[config.mk]
export PLATFORM = sky130hd
export DESIGN_NAME = weighted_knn_predict
export DESIGN_NICKNAME = d
export VERILOG_FILES = /design/src/rtl/core/wkp_pkg.sv /design/src/rtl/core/weighted_knn_predict.sv
export SDC_FILE = /design/constraint.sdc
export NUM_CORES = 1
export LEC_CHECK = 0
export BUFFER_PORTS_ARGS = -buffer_cell sky130_fd_sc_hd__buf_2
export CORE_MARGIN = 5
export CORE_UTILIZATION = 60
export DETAILED_ROUTE_END_ITERATION = 8
export PLACE_DENSITY_LB_ADDON = 0.12
export SLEW_MARGIN = 10
export SYNTH_ARGS = -nofsm -noshare
export SYNTH_HDL_FRONTEND = slang
export SYNTH_SLANG_ARGS = --single-unit
[constraint.sdc]
create_clock -name clk -period 13.8 [get_ports clk]
set_clock_uncertainty 0.1 [all_clocks]
set_input_delay 1.38 -clock clk [delete_from_list [all_inputs] [get_ports clk]]
set_output_delay 1.38 -clock clk [all_outputs]
set_load 0.005 [all_outputs]
[src/rtl/core/wkp_pkg.sv]
`timescale 1ns / 1ps
// Package for the weighted k-nearest-neighbour predictor: field widths,
// fixed-point formats and default sizes. No dependencies.
package wkp_pkg;

	// defaults for the top-level parameters
	localparam int DEFAULT_MAX_NEIGHBOURS = 16;
	localparam int DEFAULT_DISTANCE_BITS  = 16;

	// fixed field widths
	localparam int DIST_IN_W  = 17;   // signed distance input
	localparam int DIST_MAG_W = 16;   // magnitude part of the distance input
	localparam int RATING_W   = 3;
	localparam int K_W        = 5;
	localparam int PRED_W     = 15;   // Q3.12
	localparam int Q_FRAC     = 12;
	localparam int SEEN_W     = 17;

	// weight = floor(2^16 / (d + 1)), at most 2^16, so 17 quotient bits
	localparam int WEIGHT_W   = 17;
	localparam logic [WEIGHT_W-1:0] WEIGHT_ONE = WEIGHT_W'(1) << (WEIGHT_W - 1);

	// divider step counter
	localparam int STEP_W     = 5;

	localparam logic [K_W-1:0] K_RESET = K_W'(4);

endpackage

[src/rtl/core/weighted_knn_predict.sv]
`timescale 1ns / 1ps
// Top level of the distance-weighted k-nearest-neighbour rating predictor.
// Depends on wkp_pkg for widths and constants.
//
// Each request carries a squared distance, a rating and a last flag. A
// negative distance (the query movie itself) is skipped. Non-negative
// requests are kept in a sorted list of MAX_NEIGHBOURS entries held in
// registers; one shared comparator walks the list from the front to find the
// insertion point (a skipped marker that is not last does not stall the
// input). On the last request the block forms the weights 1/(d+1) one
// neighbour at a time with a shared restoring divider, then divides the
// weighted rating sum by the weight sum on the same divider (15 steps);
// both divisions are skipped when k is 0 or too few neighbours came.
// in_stall stays high while the sequencer works; the result waits in an
// output register, so a new user stream can start before it is taken.
module weighted_knn_predict #(
	parameter int MAX_NEIGHBOURS = wkp_pkg::DEFAULT_MAX_NEIGHBOURS,
	parameter int DISTANCE_BITS  = wkp_pkg::DEFAULT_DISTANCE_BITS
) (
	input  logic                           clk,
	input  logic                           arst_n,
	input  logic                           in_valid,
	output logic                           in_stall,
	input  logic signed [wkp_pkg::DIST_IN_W-1:0] distance,
	input  logic [wkp_pkg::RATING_W-1:0]   rating,
	input  logic                           last_item,
	output logic                           out_valid,
	input  logic                           out_stall,
	output logic [wkp_pkg::PRED_W-1:0]     prediction,
	output logic                           too_few,
	input  logic                           cfg_wr_en,
	input  logic [wkp_pkg::K_W-1:0]        cfg_wr_data
);

	localparam int CNT_W   = $clog2(MAX_NEIGHBOURS + 1);
	localparam int IW      = (MAX_NEIGHBOURS > 1) ? $clog2(MAX_NEIGHBOURS) : 1;
	localparam int WSUM_W  = wkp_pkg::WEIGHT_W + $clog2(MAX_NEIGHBOURS);
	localparam int NUM_W   = WSUM_W + wkp_pkg::RATING_W;
	localparam int DVW     = (DISTANCE_BITS + 1 > WSUM_W) ? DISTANCE_BITS + 1 : WSUM_W;
	localparam int QW      = wkp_pkg::WEIGHT_W;

	typedef enum logic [9:0] {
		S_IDLE   = 10'b0000000001,
		S_SCAN   = 10'b0000000010,
		S_INSERT = 10'b0000000100,
		S_PREP   = 10'b0000001000,
		S_WLOAD  = 10'b0000010000,
		S_WDIV   = 10'b0000100000,
		S_ACC    = 10'b0001000000,
		S_FSET   = 10'b0010000000,
		S_FDIV   = 10'b0100000000,
		S_EMIT   = 10'b1000000000
	} state_t;

	state_t                          state_q;
	logic [wkp_pkg::SEEN_W-1:0]      seen_q;
	logic [wkp_pkg::K_W-1:0]         nc_q;
	logic                            out_valid_q;
	logic [wkp_pkg::PRED_W-1:0]      out_pred_q;
	logic                            out_few_q;

	// sorted neighbour list
	logic [DISTANCE_BITS-1:0]        best_d_q [MAX_NEIGHBOURS];
	logic [wkp_pkg::RATING_W-1:0]    best_r_q [MAX_NEIGHBOURS];

	// latched request
	logic [DISTANCE_BITS-1:0]        d_q;
	logic [wkp_pkg::RATING_W-1:0]    r_q;
	logic                            last_q;

	logic [CNT_W-1:0]                j_q;
	logic [NUM_W-1:0]                num_q;
	logic [WSUM_W-1:0]               wsum_q;
	logic [wkp_pkg::PRED_W-1:0]      fin_pred_q;
	logic                            fin_few_q;

	// shared divider
	logic [DVW-1:0]                  rem_q;
	logic [DVW-1:0]                  div_q;
	logic [QW-1:0]                   dvd_q;
	logic [QW-1:0]                   quo_q;
	logic [wkp_pkg::STEP_W-1:0]      step_q;

	logic [DISTANCE_BITS-1:0]        dist_sat;
	logic                            in_acc;
	logic                            out_free;
	logic [CNT_W-1:0]                cnt;
	logic [CNT_W-1:0]                k_eff;
	logic [DISTANCE_BITS-1:0]        best_d_rd;
	logic [wkp_pkg::RATING_W-1:0]    best_r_rd;
	logic [DVW:0]                    trial;
	logic                            ge;
	logic [DVW-1:0]                  rem_nx;
	logic                            step_last;

	generate
		if (DISTANCE_BITS >= wkp_pkg::DIST_MAG_W) begin : g_dist_wide
			assign dist_sat = DISTANCE_BITS'(distance[wkp_pkg::DIST_MAG_W-1:0]);
		end else begin : g_dist_narrow
			assign dist_sat = (distance[wkp_pkg::DIST_MAG_W-1:DISTANCE_BITS] != '0) ? '1 :
				distance[DISTANCE_BITS-1:0];
		end
	endgenerate

	assign in_stall  = (state_q != S_IDLE);
	assign in_acc    = in_valid && (state_q == S_IDLE);
	assign out_free  = !out_valid_q || !out_stall;

	assign out_valid  = out_valid_q;
	assign prediction = out_pred_q;
	assign too_few    = out_few_q;

	always_comb begin
		cnt = (seen_q < wkp_pkg::SEEN_W'(MAX_NEIGHBOURS)) ? CNT_W'(seen_q) :
			CNT_W'(MAX_NEIGHBOURS);
		k_eff = (32'(nc_q) > MAX_NEIGHBOURS) ? CNT_W'(MAX_NEIGHBOURS) : CNT_W'(nc_q);
		best_d_rd = best_d_q[j_q[IW-1:0]];
		best_r_rd = best_r_q[j_q[IW-1:0]];
	end

	// one restoring-division step
	always_comb begin
		trial     = {rem_q, dvd_q[QW-1]};
		ge        = (trial >= {1'b0, div_q});
		rem_nx    = ge ? DVW'(trial - {1'b0, div_q}) : trial[DVW-1:0];
		step_last = (step_q == wkp_pkg::STEP_W'(1));
	end

	always_ff @(posedge clk or negedge arst_n) begin
		if (!arst_n) begin
			state_q     <= S_IDLE;
			seen_q      <= '0;
			nc_q        <= wkp_pkg::K_RESET;
			out_valid_q <= 1'b0;
		end else begin
			if (cfg_wr_en) begin
				nc_q <= cfg_wr_data;
			end
			if (state_q == S_EMIT && out_free) begin
				out_valid_q <= 1'b1;
			end else if (out_valid_q && !out_stall) begin
				out_valid_q <= 1'b0;
			end
			case (state_q)
				S_IDLE: begin
					if (in_acc) begin
						if (!distance[wkp_pkg::DIST_IN_W-1]) begin
							state_q <= (cnt == '0) ? S_INSERT : S_SCAN;
						end else if (last_item) begin
							state_q <= S_PREP;
						end
					end
				end
				S_SCAN: begin
					if (best_d_rd > d_q || j_q + CNT_W'(1) == cnt) begin
						state_q <= S_INSERT;
					end
				end
				S_INSERT: begin
					if (seen_q != '1) begin
						seen_q <= seen_q + wkp_pkg::SEEN_W'(1);
					end
					state_q <= last_q ? S_PREP : S_IDLE;
				end
				S_PREP: begin
					if (k_eff == '0 || seen_q < wkp_pkg::SEEN_W'(k_eff)) begin
						state_q <= S_EMIT;
					end else begin
						state_q <= S_WLOAD;
					end
				end
				S_WLOAD: state_q <= S_WDIV;
				S_WDIV: begin
					if (step_last) begin
						state_q <= S_ACC;
					end
				end
				S_ACC: begin
					state_q <= (j_q + CNT_W'(1) == k_eff) ? S_FSET : S_WLOAD;
				end
				S_FSET: state_q <= (wsum_q == '0) ? S_EMIT : S_FDIV;
				S_FDIV: begin
					if (step_last) begin
						state_q <= S_EMIT;
					end
				end
				S_EMIT: begin
					if (out_free) begin
						seen_q      <= '0;
						state_q     <= S_IDLE;
					end
				end
				default: state_q <= S_IDLE;
			endcase
		end
	end

	always_ff @(posedge clk) begin
		case (state_q)
			S_IDLE: begin
				d_q    <= dist_sat;
				r_q    <= rating;
				last_q <= last_item;
				j_q    <= '0;
			end
			S_SCAN: begin
				if (best_d_rd <= d_q) begin
					j_q <= j_q + CNT_W'(1);
				end
			end
			S_INSERT: begin
				// open a slot at j_q; the tail entry drops off when full
				for (int i = 0; i < MAX_NEIGHBOURS; i++) begin
					if (CNT_W'(i) == j_q) begin
						best_d_q[i] <= d_q;
						best_r_q[i] <= r_q;
					end else if (i > 0 && CNT_W'(i) > j_q) begin
						best_d_q[i] <= best_d_q[(i > 0) ? i - 1 : 0];
						best_r_q[i] <= best_r_q[(i > 0) ? i - 1 : 0];
					end
				end
			end
			S_PREP: begin
				j_q        <= '0;
				num_q      <= '0;
				wsum_q     <= '0;
				fin_pred_q <= '0;
				fin_few_q  <= (k_eff != '0) && (seen_q < wkp_pkg::SEEN_W'(k_eff));
			end
			S_WLOAD: begin
				rem_q  <= '0;
				div_q  <= DVW'(best_d_rd) + DVW'(1);
				dvd_q  <= wkp_pkg::WEIGHT_ONE;
				step_q <= wkp_pkg::STEP_W'(QW);
			end
			S_WDIV, S_FDIV: begin
				rem_q  <= rem_nx;
				dvd_q  <= {dvd_q[QW-2:0], 1'b0};
				quo_q  <= {quo_q[QW-2:0], ge};
				step_q <= step_q - wkp_pkg::STEP_W'(1);
				if (state_q == S_FDIV && step_last) begin
					fin_pred_q <= {quo_q[wkp_pkg::PRED_W-2:0], ge};
				end
			end
			S_ACC: begin
				num_q  <= num_q + NUM_W'(quo_q) * NUM_W'(best_r_rd);
				wsum_q <= wsum_q + WSUM_W'(quo_q);
				j_q    <= j_q + CNT_W'(1);
			end
			S_FSET: begin
				// quotient < 2^15, so the top of the dividend starts as remainder
				rem_q  <= DVW'(num_q[NUM_W-1:wkp_pkg::RATING_W]);
				div_q  <= DVW'(wsum_q);
				dvd_q  <= {num_q[wkp_pkg::RATING_W-1:0], {(QW - wkp_pkg::RATING_W){1'b0}}};
				step_q <= wkp_pkg::STEP_W'(wkp_pkg::PRED_W);
			end
			S_EMIT: begin
				if (out_free) begin
					out_pred_q <= fin_pred_q;
					out_few_q  <= fin_few_q;
				end
			end
			default: begin
			end
		endcase
	end

endmodule

==> Flow_metrics.wiki <==
{| class="wikitable"
! Metric !! Value
|-
| Status || finished, final reports clean
|-
| Startpoint kind of the worst setup timing path || flip-flop
|-
| Initial core utilization || 60.8%
|-
| Slowest-stage cell, CP || dfxtp_4
|-
| Synthesized area per cell || 12.5 µm²
|-
| Core Box Area || 46600 µm²
|-
| Syn. warnings || 0
|-
| Overall via count from detail_route || 18.7k
|-
| Number of cells on the worst reg-to-reg path || 17
|-
| Inserted Diodes || 0
|-
| Most frequently used cell type in the post-synthesis netlist || edfxtp_1
|-
| Synth top cells by count || edfxtp_1 (473), nand2_1 (226), o21ai_0 (184)
|-
| Std cell rows || 79
|-
| First-pass GRT wire length || 111 mm
|-
| Horizontal extent of the die || 227 µm
|-
| Total clock buffers created by CTS || 54
|-
| Required @ worst endpoint || 14.07 ns
|-
| Post-layout nets || 2468
|-
| Routed length per instance || 24.5 µm
|-
| Crit Path Category || reg -> reg
|-
| Pins Over Slew Limit || 0
|-
| Post-route fraction of the period consumed by the critical path || 45.1%
|-
| GRT Util Overall || 28.4%
|-
| Total cell area at the placement stage || 29100 µm²
|-
| Post-route DRC || 0
|-
| Number of global-route vias before repair || 18.6k
|-
| Synth Net Count || 2423
|-
| Hold Crit Depth || 0
|-
| Setup violation total in the final timing report || 0
|-
| Maximum net fanout on the critical path || 30
|-
| Bufs and invs on worst path || 3
|-
| Share of synthesized flip-flops with an asynchronous set or reset || 6.47%
|-
| Area of the mapped netlist || 28300 µm²
|-
| Number of vias per cell || 6.29
|-
| PD cells || 221 nW/µm²
|-
| CP Data Arrival Time || 6.48 ns
|-
| Global route overflow || 0
|-
| Clock tree from TritonCTS || yes
|-
| Path category of the worst min-delay check || reg -> reg
|-
| Number of enable-type register cells in the synthesized netlist || 473
|-
| Synth area leaders || edfxtp_1 (50%), mux2_2 (6.6%), mux4_2 (4.1%)
|-
| Max VDD drop || 192 µV
|-
| Total negative slack || 0 ns
|-
| First DRT Iteration DRCs || 1952
|-
| Register bit count reported by yosys || 510
|-
| Count of endpoints failing hold in the final timing report || 0
|-
| I/O pin count || 49
|-
| Clock root buffer || clkbuf_16
|-
| Most used flip-flop cell after synthesis || edfxtp_1
|-
| Peak Freq || 161 MHz
|-
| Dominant delay contributor by cell family on the critical path || adder cells
|-
| Synthesized instance count || 2268
|-
| Delay of the slowest critical-path stage || 0.73 ns
|-
| Hpwl dp || 47.5 mm
|-
| First drt pass iteration count || 6
|-
| Post-route cell area || 31000 µm²
|-
| Area share of the largest cell type after synthesis || 50.2%
|-
| Routed WL || 72.7 mm
|-
| # H-tree levels || 2
|-
| Initial antenna violation count || 0
|-
| Share of cells above drive strength 1 || 18.8%
|-
| Crit Reg-Reg Endpoint || num_q[22]$_SDFFCE_PP0P_
|-
| Synth area leader || edfxtp_1
|-
| Critical Path Sink Type || flip-flop
|-
| Die Area || 51600 µm²
|-
| Time the worst path needs with I/O delays and setup || 6.22 ns
|-
| RD Place Congestion || 0.886
|-
| Pin count of the biggest net entering global routing || 46
|-
| Antenna viol nets, final || 0
|-
| Clock sink total || 510
|-
| Number of max-capacitance violations reported || 0
|-
| CTS resizes || 0
|-
| Synth-to-Final Area Change || 9.41%
|-
| Critical Path, Cell by Cell || buf_4 -> mux4_2 -> mux4_2 -> and2_1 -> fa_1 -> inv_1 -> fa_1 -> inv_1 -> ha_1 -> a2111o_1 -> a21oi_1 -> o31ai_1 -> a31oi_1 -> a21boi_0 -> nand3_1 -> xor2_1 -> nor2_1
|-
| Source-to-sink clock delay at the later pin of the worst-skew pair || 0.64 ns
|-
| Sequential area share after synthesis || 53.4%
|-
| Post-CTS clock slew at the launch and capture registers of the worst setup and hold paths || 0.06 ns
|-
| Pin slew with the least headroom to its limit || 1.20 ns
|-
| Destination of the worst hold path || prediction[7]$_DFFE_PP_
|-
| Post CTS Setup Buffer Count || 0
|-
| Hold path start || fin_pred_q[7]$_SDFFCE_PP0P_
|-
| P_leak || 0.0114 µW
|-
| Height of the chip || 227 µm
|-
| Worst-case headroom to the max-slew limit || 19.9%
|-
| Register-to-Register Setup Slack || 7.58 ns
|-
| Hold buffer count at CTS || 0
|-
| Port-buffer cells || 48
|-
| Max clock buf depth || 3
|-
| Unrepaired setup endpoints after global routing || no
|-
| Count of different cell masters after synthesis || 97
|}
==> flip-flops by register name, indices dropped and copies added, names as in the netlist, 15 cells and up, named ones only <==
name        flops
best_d_q      256
fin_pred_q     15
d_q            16
quo_q          17
div_q          21
num_q          24
seen_q         17
prediction     15
wsum_q         21
rem_q          21
best_r_q       48
==> area by class of cell <==
cell class / instances / area [µm²]
clock buffer: 63 / 1420
clock inverter: 37 / 397
fill: 3392 / 15600
inverter: 157 / 589
multi-input combinational: 1504 / 12100
sequential: 510 / 15100
tap: 607 / 759
timing repair buffer: 86 / 526
==> kinds of logic after synthesis <==
kind of cell | share of synthesized area (%)
AND/OR/NAND/NOR | 10.7
adder cells (fa/ha/maj) | 6.41
XOR/XNOR | 2.63
AO/OA/AOI/OAI | 8.92
flip-flops | 53.4
buffers and inverters | 4.15
multiplexers | 13.8
==> per-layer routing <==
metal / GRT usage, % / wire (µm) / vias to the layer above
li1: - / - / 8462
met1: 37.0 / 28600 / 9269
met2: 48.0 / 36000 / 751
met3: 4.56 / 4900 / 168
met4: 11.5 / 3130 / 0
met5: 0 / 0 / -
==> through the flow <==
stage | hold slack [ns] | std cells | worst slack [ns] | power (µW) | util, %
2_1_floorplan | 0.300 | 2268 | 8.30 | 4570 | -
3_3_place_gp | 0.305 | 2864 | 7.72 | 5220 | 62.6
3_5_place_dp | 0.305 | 2864 | 7.60 | 5310 | 62.6
4_1_cts | 0.320 | 2964 | 7.60 | 6820 | 66.5
5_1_grt | 0.328 | 2964 | 7.23 | 7260 | 66.5
6_report | 0.319 | 2964 | 7.58 | 6830 | 66.5
==> worst max path at each step <==
| stage | cells past startpoint | slack [ns] | endpoint |
|---|---|---|---|
| 3_3_place_gp | 17 | 7.72 | num_q[22]$_SDFFCE_PP0P_ |
| 6_report | 17 | 7.58 | num_q[22]$_SDFFCE_PP0P_ |
| 5_1_grt | 17 | 7.23 | num_q[22]$_SDFFCE_PP0P_ |
| 4_1_cts | 17 | 7.60 | num_q[22]$_SDFFCE_PP0P_ |
| 3_5_place_dp | 17 | 7.60 | num_q[22]$_SDFFCE_PP0P_ |
| 2_1_floorplan | 21 | 8.30 | num_q[22]$_SDFFCE_PP0P_ |
==> where the power goes <==
part | leakage [µW] | switching, µW | total [µW] | internal [µW]
logic | 0.00574 | 1820 | 3140 | 1320
clock network | 0.000886 | 636 | 1500 | 868
registers | 0.00475 | 194 | 2190 | 1990
total | 0.0114 | 2650 | 6830 | 4190
==> layout by cell type (no fill, tap or decap), types with 38 or more instances in the layout <==
| cell | Yosys | routed |
|---|---|---|
| a21oi_1 | 73 | 66 |
| and2_1 | 67 | 67 |
| buf_2 | 22 | 48 |
| buf_4 | 3 | 38 |
| clkbuf_16 | 0 | 55 |
| edfxtp_1 | 473 | 473 |
| ha_1 | 89 | 89 |
| inv_1 | 153 | 153 |
| mux2_2 | 165 | 165 |
| mux2i_1 | 38 | 38 |
| mux4_2 | 51 | 51 |
| nand2_1 | 226 | 225 |
| nor2_1 | 129 | 127 |
| o21ai_0 | 184 | 183 |
| xnor2_1 | 44 | 44 |
| xor2_1 | 41 | 41 |
No activity file was read; power rests on OpenSTA's default activity.
